File: config.mk
export PLATFORM = sky130hd
export DESIGN_NAME = node_id_allocator_top
export DESIGN_NICKNAME = d
export VERILOG_FILES = /design/src/hw/rtl/nia_pkg.sv /design/src/hw/rtl/nia_ram.sv /design/src/hw/rtl/nia_find.sv /design/src/hw/rtl/node_id_allocator_top.sv
export SDC_FILE = /design/constraint.sdc
export NUM_CORES = 2
export LEC_CHECK = 0
export ABC_AREA = 1
export BUFFER_PORTS_ARGS = -buffer_cell sky130_fd_sc_hd__buf_2
export CAP_MARGIN = 25
export CORE_ASPECT_RATIO = 0.75
export CORE_MARGIN = 1
export CORE_UTILIZATION = 45
export DETAILED_ROUTE_END_ITERATION = 6
export GPL_TIMING_DRIVEN = 0
export HOLD_SLACK_MARGIN = 0.06
export PLACE_DENSITY = 0.56
export SLEW_MARGIN = 40
export SYNTH_ARGS = -nofsm -noshare
export SYNTH_HDL_FRONTEND = slang
export SYNTH_HIERARCHICAL = 1
export SYNTH_SLANG_ARGS = --single-unit
File: constraint.sdc
create_clock -name clk -period 11.05 [get_ports clk]
set_input_delay 1.6575 -clock clk [delete_from_list [all_inputs] [get_ports clk]]
set_output_delay 1.6575 -clock clk [all_outputs]
set_load 0.02 [all_outputs]
File: src/hw/rtl/nia_pkg.sv
// ---------------------------------------------------------------------------
// nia_pkg: shared types and constants of the node identifier allocator
// Operation codes, bitmap word geometry and the transaction structs.
// ---------------------------------------------------------------------------
package nia_pkg;

	localparam int WORD_W   = 64;
	localparam int WORD_LSB = 6;
	localparam int ID_W     = 10;

	localparam logic [1:0] OP_MARK       = 2'd0;
	localparam logic [1:0] OP_RELEASE    = 2'd1;
	localparam logic [1:0] OP_ALLOC_DATA = 2'd2;
	localparam logic [1:0] OP_ALLOC_SYS  = 2'd3;

	typedef struct packed {
		logic [1:0]      operation;
		logic [ID_W-1:0] node_id;
	} nia_cmd_t;

	typedef struct packed {
		logic [ID_W-1:0] granted_id;
		logic            pool_full;
	} nia_res_t;

	typedef struct packed {
		logic [WORD_W-1:0]   word;
		logic                lo_hit;
		logic [WORD_LSB-1:0] lo_bit;
		logic                hi_hit;
		logic [WORD_LSB-1:0] hi_bit;
	} nia_find_req_t;

	typedef struct packed {
		logic                found;
		logic [WORD_LSB-1:0] bit_idx;
	} nia_find_rsp_t;

endpackage

File: src/hw/rtl/nia_ram.sv
// ---------------------------------------------------------------------------
// nia_ram: generic simple dual-port RAM
// One write port, one read port with registered read data.
// ---------------------------------------------------------------------------
module nia_ram #(
	parameter int WIDTH = 64,
	parameter int DEPTH = 16,
	localparam int AW = (DEPTH > 1) ? $clog2(DEPTH) : 1
) (
	input  logic             clk,
	input  logic             we,
	input  logic [AW-1:0]    waddr,
	input  logic [WIDTH-1:0] wdata,
	input  logic [AW-1:0]    raddr,
	output logic [WIDTH-1:0] rdata
);

	logic [WIDTH-1:0] mem_q [DEPTH];

	always_ff @(posedge clk) begin
		if (we) begin
			mem_q[waddr] <= wdata;
		end
		rdata <= mem_q[raddr];
	end

endmodule

File: src/hw/rtl/nia_find.sv
// ---------------------------------------------------------------------------
// nia_find: free slot search in one bitmap word
// Masks the word to the scanned range and picks the lowest clear bit.
// ---------------------------------------------------------------------------
module nia_find
	import nia_pkg::*;
(
	input  nia_find_req_t req,
	output nia_find_rsp_t rsp
);

	logic [WORD_W-1:0] lo_mask;
	logic [WORD_W-1:0] hi_mask;
	logic [WORD_W-1:0] avail;

	always_comb begin
		lo_mask = req.lo_hit ? ({WORD_W{1'b1}} << req.lo_bit) : {WORD_W{1'b1}};
		hi_mask = req.hi_hit ? ({WORD_W{1'b1}} >> (WORD_LSB'(WORD_W - 1) - req.hi_bit))
		                     : {WORD_W{1'b1}};
		avail   = ~req.word & lo_mask & hi_mask;
	end

	always_comb begin
		rsp.found   = |avail;
		rsp.bit_idx = '0;
		for (int i = WORD_W - 1; i >= 0; i--) begin
			if (avail[i]) begin
				rsp.bit_idx = WORD_LSB'(i);
			end
		end
	end

endmodule

File: src/hw/rtl/node_id_allocator_top.sv
// ---------------------------------------------------------------------------
// node_id_allocator_top: next-fit node identifier allocator
// Used-identifier bitmap in RAM with a system and a data next-fit cursor.
// ---------------------------------------------------------------------------
// Usage:
//   A transaction is taken on a rising edge with start high and busy low;
//   cmd carries the operation and node_id. Every transaction returns one
//   result: done is high for exactly one cycle with result valid, and the
//   receiver cannot hold it off.
//   The bitmap lives in one RAM of 64-bit words with a registered read.
//   Mark used and release read, modify and write one word in the decode
//   and read-modify-write states; node_id outside the map skips the write.
//   Allocate streams the pool's words from the cursor, one read per cycle,
//   wrapping to the pool start; the words read are at most the pool's
//   words plus one, up to 16 for the full 960-identifier data pool.
//   busy stays high from the accepting edge until the result is out, so one
//   transaction is in flight at a time.
//   After reset the block clears the bitmap one word per cycle, all of its
//   words (16 by default), with busy high; cursors return to the pool starts.
// ---------------------------------------------------------------------------
module node_id_allocator_top
	import nia_pkg::*;
#(
	parameter int ID_SPACE   = 1024,
	parameter int SYS_FIRST  = 1,
	parameter int SYS_LAST   = 63,
	parameter int DATA_FIRST = 64,
	parameter int DATA_LAST  = 1023
) (
	input  logic     clk,
	input  logic     arst_n,
	input  logic     start,
	output logic     busy,
	input  nia_cmd_t cmd,
	output logic     done,
	output nia_res_t result
);

	localparam int WORDS = (ID_SPACE + WORD_W - 1) / WORD_W;
	localparam int AW    = (WORDS > 1) ? $clog2(WORDS) : 1;
	localparam int MAX_A = (ID_SPACE > DATA_LAST + 1) ? ID_SPACE : DATA_LAST + 1;
	localparam int MAX_B = (MAX_A > SYS_LAST + 1) ? MAX_A : SYS_LAST + 1;
	localparam int MAX_C = (MAX_B > DATA_FIRST) ? MAX_B : DATA_FIRST;
	localparam int MAX_V = (MAX_C > 1024) ? MAX_C : 1024;
	localparam int CW    = $clog2(MAX_V + 1);

	localparam logic [CW-1:0] DF_C  = CW'(DATA_FIRST);
	localparam logic [CW-1:0] DL_C  = CW'(DATA_LAST);
	localparam logic [CW-1:0] SF_C  = CW'(SYS_FIRST);
	localparam logic [CW-1:0] SL_C  = CW'(SYS_LAST);
	localparam logic [CW-1:0] LIM_C = CW'(ID_SPACE - 1);

	typedef enum logic [4:0] {
		S_CLEAR  = 5'b00001,
		S_IDLE   = 5'b00010,
		S_DECODE = 5'b00100,
		S_RMW    = 5'b01000,
		S_SCAN   = 5'b10000
	} state_t;

	function automatic logic [AW-1:0] word_of(input logic [CW-1:0] v);
		logic [CW-1:0] s;
		s = v >> WORD_LSB;
		return s[AW-1:0];
	endfunction

	state_t          state_q;
	logic [AW-1:0]   clr_q;
	nia_cmd_t        cmd_q;
	logic [CW-1:0]   data_cur_q;
	logic [CW-1:0]   sys_cur_q;
	logic [CW-1:0]   c_q;
	logic [CW-1:0]   a_lo_q;
	logic [CW-1:0]   a_hi_q;
	logic [CW-1:0]   b_lo_q;
	logic [CW-1:0]   b_hi_q;
	logic            b_ok_q;
	logic            iss_act_q;
	logic            iss_seg_q;
	logic [AW-1:0]   iss_w_q;
	logic            chk_v_s1;
	logic            chk_seg_s1;
	logic            chk_last_s1;
	logic [AW-1:0]   chk_w_s1;
	logic            done_q;
	nia_res_t        res_q;

	logic            ram_we;
	logic [AW-1:0]   ram_waddr;
	logic [WORD_W-1:0] ram_wdata;
	logic [AW-1:0]   ram_raddr;
	logic [WORD_W-1:0] ram_rdata;

	nia_find_req_t   find_req;
	nia_find_rsp_t   find_rsp;

	logic            alloc_data;
	logic [CW-1:0]   pf;
	logic [CW-1:0]   pl;
	logic [CW-1:0]   cur;
	logic [CW-1:0]   c_n;
	logic [CW-1:0]   a_hi_n;
	logic [CW-1:0]   b_hi_n;
	logic            a_ok_n;
	logic            b_ok_n;
	logic [CW-1:0]   fin;
	logic [CW-1:0]   id_ext;
	logic            id_in;
	logic [AW-1:0]   id_w;
	logic [WORD_W-1:0] id_bit;
	logic [CW-1:0]   mk_data;
	logic [CW-1:0]   mk_sys;
	logic [CW-1:0]   lo_c;
	logic [CW-1:0]   hi_c;
	logic [CW-1:0]   g;
	logic [CW-1:0]   g_data;
	logic [CW-1:0]   g_sys;
	logic            iss_end;
	logic            grant;

	// pool bounds and segment setup
	always_comb begin
		alloc_data = (cmd_q.operation == OP_ALLOC_DATA);
		pf  = alloc_data ? DF_C : SF_C;
		pl  = alloc_data ? DL_C : SL_C;
		cur = alloc_data ? data_cur_q : sys_cur_q;
		c_n = (cur > pl || cur < pf) ? pf : cur;
		a_hi_n = (pl < LIM_C) ? pl : LIM_C;
		a_ok_n = (c_n <= a_hi_n);
		b_hi_n = ((c_n - 1'b1) < LIM_C) ? (c_n - 1'b1) : LIM_C;
		b_ok_n = (c_n > pf) && (pf <= b_hi_n);
		fin    = (c_q == pf) ? (pl + 1'b1) : c_q;
	end

	// mark used / release operand
	always_comb begin
		id_ext  = CW'(cmd_q.node_id);
		id_in   = (id_ext < CW'(ID_SPACE));
		id_w    = word_of(id_ext);
		id_bit  = WORD_W'(1) << cmd_q.node_id[WORD_LSB-1:0];
		mk_data = data_cur_q;
		mk_sys  = sys_cur_q;
		if (id_ext >= DF_C) begin
			if (data_cur_q <= id_ext) begin
				mk_data = id_ext + 1'b1;
			end
		end else if (sys_cur_q <= id_ext) begin
			mk_sys = id_ext + 1'b1;
		end
	end

	// scan check
	always_comb begin
		lo_c = chk_seg_s1 ? b_lo_q : a_lo_q;
		hi_c = chk_seg_s1 ? b_hi_q : a_hi_q;
		find_req.word   = ram_rdata;
		find_req.lo_hit = (chk_w_s1 == word_of(lo_c));
		find_req.lo_bit = lo_c[WORD_LSB-1:0];
		find_req.hi_hit = (chk_w_s1 == word_of(hi_c));
		find_req.hi_bit = hi_c[WORD_LSB-1:0];
		iss_end = (iss_w_q == word_of(iss_seg_q ? b_hi_q : a_hi_q));
		grant   = (state_q == S_SCAN) && chk_v_s1 && find_rsp.found;
		g = (CW'(chk_w_s1) << WORD_LSB) | CW'(find_rsp.bit_idx);
		g_data = alloc_data ? g : data_cur_q;
		g_sys  = alloc_data ? sys_cur_q : g;
		if (g >= DF_C) begin
			if (g_data <= g) begin
				g_data = g + 1'b1;
			end
		end else if (g_sys <= g) begin
			g_sys = g + 1'b1;
		end
	end

	nia_find u_find (
		.req (find_req),
		.rsp (find_rsp)
	);

	always_comb begin
		ram_we    = 1'b0;
		ram_waddr = clr_q;
		ram_wdata = '0;
		ram_raddr = iss_w_q;
		case (state_q)
			S_CLEAR: begin
				ram_we = 1'b1;
			end
			S_DECODE: begin
				ram_raddr = id_w;
			end
			S_RMW: begin
				ram_we    = 1'b1;
				ram_waddr = id_w;
				ram_wdata = (cmd_q.operation == OP_MARK) ? (ram_rdata | id_bit)
				                                         : (ram_rdata & ~id_bit);
			end
			S_SCAN: begin
				ram_we    = grant;
				ram_waddr = chk_w_s1;
				ram_wdata = ram_rdata | (WORD_W'(1) << find_rsp.bit_idx);
			end
			default: begin
				ram_we = 1'b0;
			end
		endcase
	end

	nia_ram #(
		.WIDTH (WORD_W),
		.DEPTH (WORDS)
	) u_map (
		.clk   (clk),
		.we    (ram_we),
		.waddr (ram_waddr),
		.wdata (ram_wdata),
		.raddr (ram_raddr),
		.rdata (ram_rdata)
	);

	always_ff @(posedge clk or negedge arst_n) begin
		if (!arst_n) begin
			state_q     <= S_CLEAR;
			clr_q       <= '0;
			data_cur_q  <= DF_C;
			sys_cur_q   <= SF_C;
			iss_act_q   <= 1'b0;
			chk_v_s1    <= 1'b0;
			done_q      <= 1'b0;
		end else begin
			done_q <= 1'b0;
			case (state_q)
				S_CLEAR: begin
					clr_q <= clr_q + 1'b1;
					if (clr_q == AW'(WORDS - 1)) begin
						state_q <= S_IDLE;
					end
				end
				S_IDLE: begin
					if (start) begin
						cmd_q   <= cmd;
						state_q <= S_DECODE;
					end
				end
				S_DECODE: begin
					res_q <= '0;
					if (cmd_q.operation == OP_MARK || cmd_q.operation == OP_RELEASE) begin
						if (id_in) begin
							state_q <= S_RMW;
						end else begin
							done_q  <= 1'b1;
							state_q <= S_IDLE;
						end
					end else if (pl < pf) begin
						res_q.pool_full <= 1'b1;
						done_q          <= 1'b1;
						state_q         <= S_IDLE;
					end else if (!a_ok_n && !b_ok_n) begin
						res_q.pool_full <= 1'b1;
						done_q          <= 1'b1;
						state_q         <= S_IDLE;
						if (alloc_data) begin
							data_cur_q <= (c_n == pf) ? (pl + 1'b1) : c_n;
						end else begin
							sys_cur_q <= (c_n == pf) ? (pl + 1'b1) : c_n;
						end
					end else begin
						c_q       <= c_n;
						a_lo_q    <= c_n;
						a_hi_q    <= a_hi_n;
						b_lo_q    <= pf;
						b_hi_q    <= b_hi_n;
						b_ok_q    <= b_ok_n;
						iss_act_q <= 1'b1;
						iss_seg_q <= !a_ok_n;
						iss_w_q   <= a_ok_n ? word_of(c_n) : word_of(pf);
						chk_v_s1  <= 1'b0;
						state_q   <= S_SCAN;
					end
				end
				S_RMW: begin
					if (cmd_q.operation == OP_MARK) begin
						data_cur_q <= mk_data;
						sys_cur_q  <= mk_sys;
					end
					done_q  <= 1'b1;
					state_q <= S_IDLE;
				end
				S_SCAN: begin
					// advance the read stream
					chk_v_s1    <= iss_act_q;
					chk_seg_s1  <= iss_seg_q;
					chk_w_s1    <= iss_w_q;
					chk_last_s1 <= iss_end && (iss_seg_q || !b_ok_q);
					if (iss_end) begin
						if (!iss_seg_q && b_ok_q) begin
							iss_seg_q <= 1'b1;
							iss_w_q   <= word_of(b_lo_q);
						end else begin
							iss_act_q <= 1'b0;
						end
					end else begin
						iss_w_q <= iss_w_q + 1'b1;
					end
					if (grant) begin
						data_cur_q       <= g_data;
						sys_cur_q        <= g_sys;
						res_q.granted_id <= g[ID_W-1:0];
						res_q.pool_full  <= 1'b0;
						done_q           <= 1'b1;
						iss_act_q        <= 1'b0;
						chk_v_s1         <= 1'b0;
						state_q          <= S_IDLE;
					end else if (chk_v_s1 && chk_last_s1) begin
						if (alloc_data) begin
							data_cur_q <= fin;
						end else begin
							sys_cur_q <= fin;
						end
						res_q.granted_id <= '0;
						res_q.pool_full  <= 1'b1;
						done_q           <= 1'b1;
						iss_act_q        <= 1'b0;
						chk_v_s1         <= 1'b0;
						state_q          <= S_IDLE;
					end
				end
				default: begin
					state_q <= S_IDLE;
				end
			endcase
		end
	end

	assign busy   = (state_q != S_IDLE);
	assign done   = done_q;
	assign result = res_q;

	a_full_no_grant: assert property (@(posedge clk) disable iff (!arst_n)
		done |-> !(result.pool_full && result.granted_id != '0))
		else $error("pool_full reported with a granted identifier");

	a_grant_in_pool: assert property (@(posedge clk) disable iff (!arst_n)
		grant |-> (g >= pf && g <= pl && g <= LIM_C))
		else $error("granted identifier outside its pool");

	a_no_write_idle: assert property (@(posedge clk) disable iff (!arst_n)
		(state_q == S_IDLE || state_q == S_DECODE) |-> !ram_we)
		else $error("bitmap written with no transaction at work");

	a_done_after_work: assert property (@(posedge clk) disable iff (!arst_n)
		done |-> $past(state_q == S_DECODE || state_q == S_RMW || state_q == S_SCAN))
		else $error("result strobe without a transaction");

	a_busy_clear: assert property (@(posedge clk) disable iff (!arst_n)
		(state_q == S_CLEAR) |-> (busy && !done))
		else $error("transaction possible during bitmap clear");

endmodule

==> results.yml <==
logic_synthesis:
  synth_top_area_share_pct: 56.8
  yosysUniqueCellTypes: 59
  synth_edf_count: 1082
  ys_async_sr_fraction_pct: 2.88
  syn_inst: 6198
  synth-compound-area-share_pct: 4.83
  yosysWarnings: 6
  synthesis.nets: 6273
  post-synth-top-count-cell: "nand2_1"
  netlist_area_mm2: 0.0572
  synth.mux.area_fraction_pct: 0.0175
  synth_ff_type: "edfxtp_1"
  synthXorXnorAreaFrac_pct: 0.383
  synth.largest_area_cell: "edfxtp_1"
  yosysSeqAreaShare_pct: 60.5
  synthAdderAreaFrac_pct: 1.31
  synthTopCellsByCount: "1861 x nand2_1, 1082 x edfxtp_1, 966 x inv_1, 893 x nand3_1, 271 x o21ai_0"
  synthSimpleGateAreaFrac_pct: 23.3
  syn_area_per_cell_um2: 9.23
  synth_top_family_by_area: "simple AND/OR/NAND/NOR gates"
  synth_seq_cells: 1180
  synth.area.top_cells: "edfxtp_1 57%, nand2_1 12%, nand3_1 7.8%, inv_1 6.3%, o21ai_0 2.4%"
clock_tree:
  h-tree-depth: 3
  insertion_delay_ns: 0.79
  clkSinkCount: 1180
  clockBufferDepth: 3
  clkSlewWorstSetupHoldPaths_ns: 0.06
  cts_resized: 0
  cts_hold_buffers: 0
  cts_tree: "yes"
  clock-root-buffer: "clkbuf_16"
  cts_setup_buffers: 0
  cts_buffers: 114
place:
  port_buffers: 27
  detailed_place_hpwl_mm: 163
  globalplace.congestion: 1.03
  place_inst: 8020
sta:
  fin_crit_ns: 9.61
  drv_slew: 0
  worst_pin_slew_ns: 0.915
  hold_viol: 0
  totalNegativeSetupSlack_ns: 0
  rsz0062_at_grt: "false"
  finalSetupViolCount: 0
  skew_ns: 0.0536
  relSlewSlack_pct: 38.5
  fin_crit_sh_pct: 87.0
  clock.fmax_ghz: 0.104
finish:
  layout-drive-gt1-share_pct: 10.9
  post-route-util_pct: 53.0
  nets: 6559
  instances_no_fill: 8236
  synthToLayoutAreaGrowth_pct: 16.2
global_route:
  grt_pass1_vias: 41729
  antenna_found_initial: 19
  grt_usage_pct: 34.4
  grt_max_degree: 37
  grt_pass1_wl_mm: 313
  grt_overflow: 0
critical_path:
  endpoint: "sys_cur_q[1]"
  path_class: "reg2reg"
  crit_path_max_fanout: 10
  r2r_slack_ns: 1.44
  crit_arrival_ns: 10.29
  crit_slowest_cell: "edfxtp_1"
  worstReg2RegStart: "chk_w_s1[1]"
  start_kind: "flop"
  r2r-end: "sys_cur_q[1]"
  end_kind: "flop"
  cp-startpoint: "chk_w_s1[1]"
  cpPeakStageDelay_ns: 0.68
  r2r_cells: 85
  cp_common_cell: "nand2_1"
  required_ns: 11.73
die:
  ios: 28
  die_h_um: 311
  die_w_um: 414
  start_util_pct: 45.7
  num_rows: 112
  core_area_mm2: 0.125
  fp.dieArea_mm2: 0.129
routing:
  drt-total-wl_mm: 223
  wl_per_cell_um: 27.0
  num_vias: 46457
  dr.pass1.iters: 6
  drtIter0Drc: 6547
  antenna_left: 0
  drc: 0
  via_per_inst: 5.64
pwr:
  power_mw: 14.4
  ir_drop_mv: 0.162
  power_leakage_nw: 28.9
  powerDensity_mw_per_mm2: 217
worst_hold_path:
  hp-start: "iss_seg_q"
  hp-class: "reg2reg"
status:
  status: "completed"
job:
  drv_cap: 0
[report_power, final]
group / switching (mW) / internal, mW / total (mW)
Sequential: 0.515 / 5.14 / 5.65
Clock: 1.75 / 2.33 / 4.08
Combinational: 3.43 / 1.28 / 4.71
Total: 5.70 / 8.74 / 14.4
[state kept, by name, summed over array words and instances, names as in the netlist, 5 cells and up]
name,flops
sys_cur_q,11
b_hi_q,10
state_q,5
result,11
a_lo_q,11
u_map/mem_q,1024
cmd_q,12
data_cur_q,11
u_map/rdata,64
[stage by stage]
stage | hold WS (ns) | worst slack [ns] | instance area [um2]
after floorplan | 0.426 | 3.80 | 57200
after global placement | 0.431 | -2.68 | 59400
after detailed placement | 0.436 | 1.81 | 62500
after CTS | 0.451 | 1.75 | 66400
after global routing | 0.481 | 0.625 | 66400
final | 0.454 | 1.44 | 66400
[metal layers]
| metal | GRT usage, % | wire [um] | part of all wire [%] | vias up |
|---|---|---|---|---|
| li1 | - | - | - | 20977 |
| met1 | 53.7 | 98900 | 44 | 22513 |
| met2 | 47.6 | 91200 | 41 | 2597 |
| met3 | 7.84 | 26500 | 12 | 360 |
| met4 | 9.12 | 6060 | 2.7 | 10 |
| met5 | 0 | 72 | 0.032 | - |
[cell usage in the layout, fill, tap and decap left out, types with 44 or more instances in the layout]
cell | netlist | layout
nand2_1 | 1861 | 1861
edfxtp_1 | 1082 | 1082
inv_1 | 966 | 966
nand3_1 | 893 | 893
o21ai_0 | 271 | 226
nor2_1 | 203 | 185
buf_2 | 113 | 147
clkbuf_16 | 0 | 115
clkbuf_1 | 101 | 104
a21oi_1 | 81 | 81
dfxtp_1 | 64 | 64
buf_6 | 50 | 62
ha_1 | 60 | 60
buf_8 | 0 | 57
nand4_1 | 54 | 54
buf_4 | 23 | 50
nor3_1 | 58 | 50
buf_16 | 0 | 47
a31oi_1 | 44 | 44
[how the worst min path moves through the flow]
stage | cells after the start | endpoint
2_1_floorplan | 0 | chk_seg_s1
3_3_place_gp | 0 | chk_seg_s1
3_5_place_dp | 0 | chk_seg_s1
4_1_cts | 0 | chk_seg_s1
5_1_grt | 0 | chk_seg_s1
6_report | 0 | chk_seg_s1
[layout make-up]
class / instances / area, um2
diodes: 2 / 5.00
plain buffers: 309 / 1800
clock buffers: 151 / 3140
clock inverters: 62 / 727
fillers: 11299 / 58800
inverters: 999 / 3750
multi-input cells: 3710 / 17700
flip-flops and latches: 1180 / 34600
well taps: 1653 / 2070
repair buffers: 170 / 2620
[cell families (layout without fill, tap and decap cells)]
| group | Yosys count | after routing |
|---|---|---|
| buf+inv | 1308 | 1691 |
| simple gates | 3130 | 3130 |
| other cells | 1 | 3 |
| xor+xnor | 25 | 25 |
| fa+ha+maj | 60 | 60 |
| mux | 1 | 1 |
| compound gates | 493 | 493 |
| flops | 1180 | 1180 |
[critical path, delay by kind of cell, from the launching register on]
family	cells	cell delay, ns
AOI/OAI and AO/OA	10	2.36
buffers and inverters	4	1.23
adders and majority gates	1	0.19
DFF	1	0.68
and+or+nand+nor	69	4.73
xor gates and xnor gates	1	0.35
(Power assumes the default switching activity.)
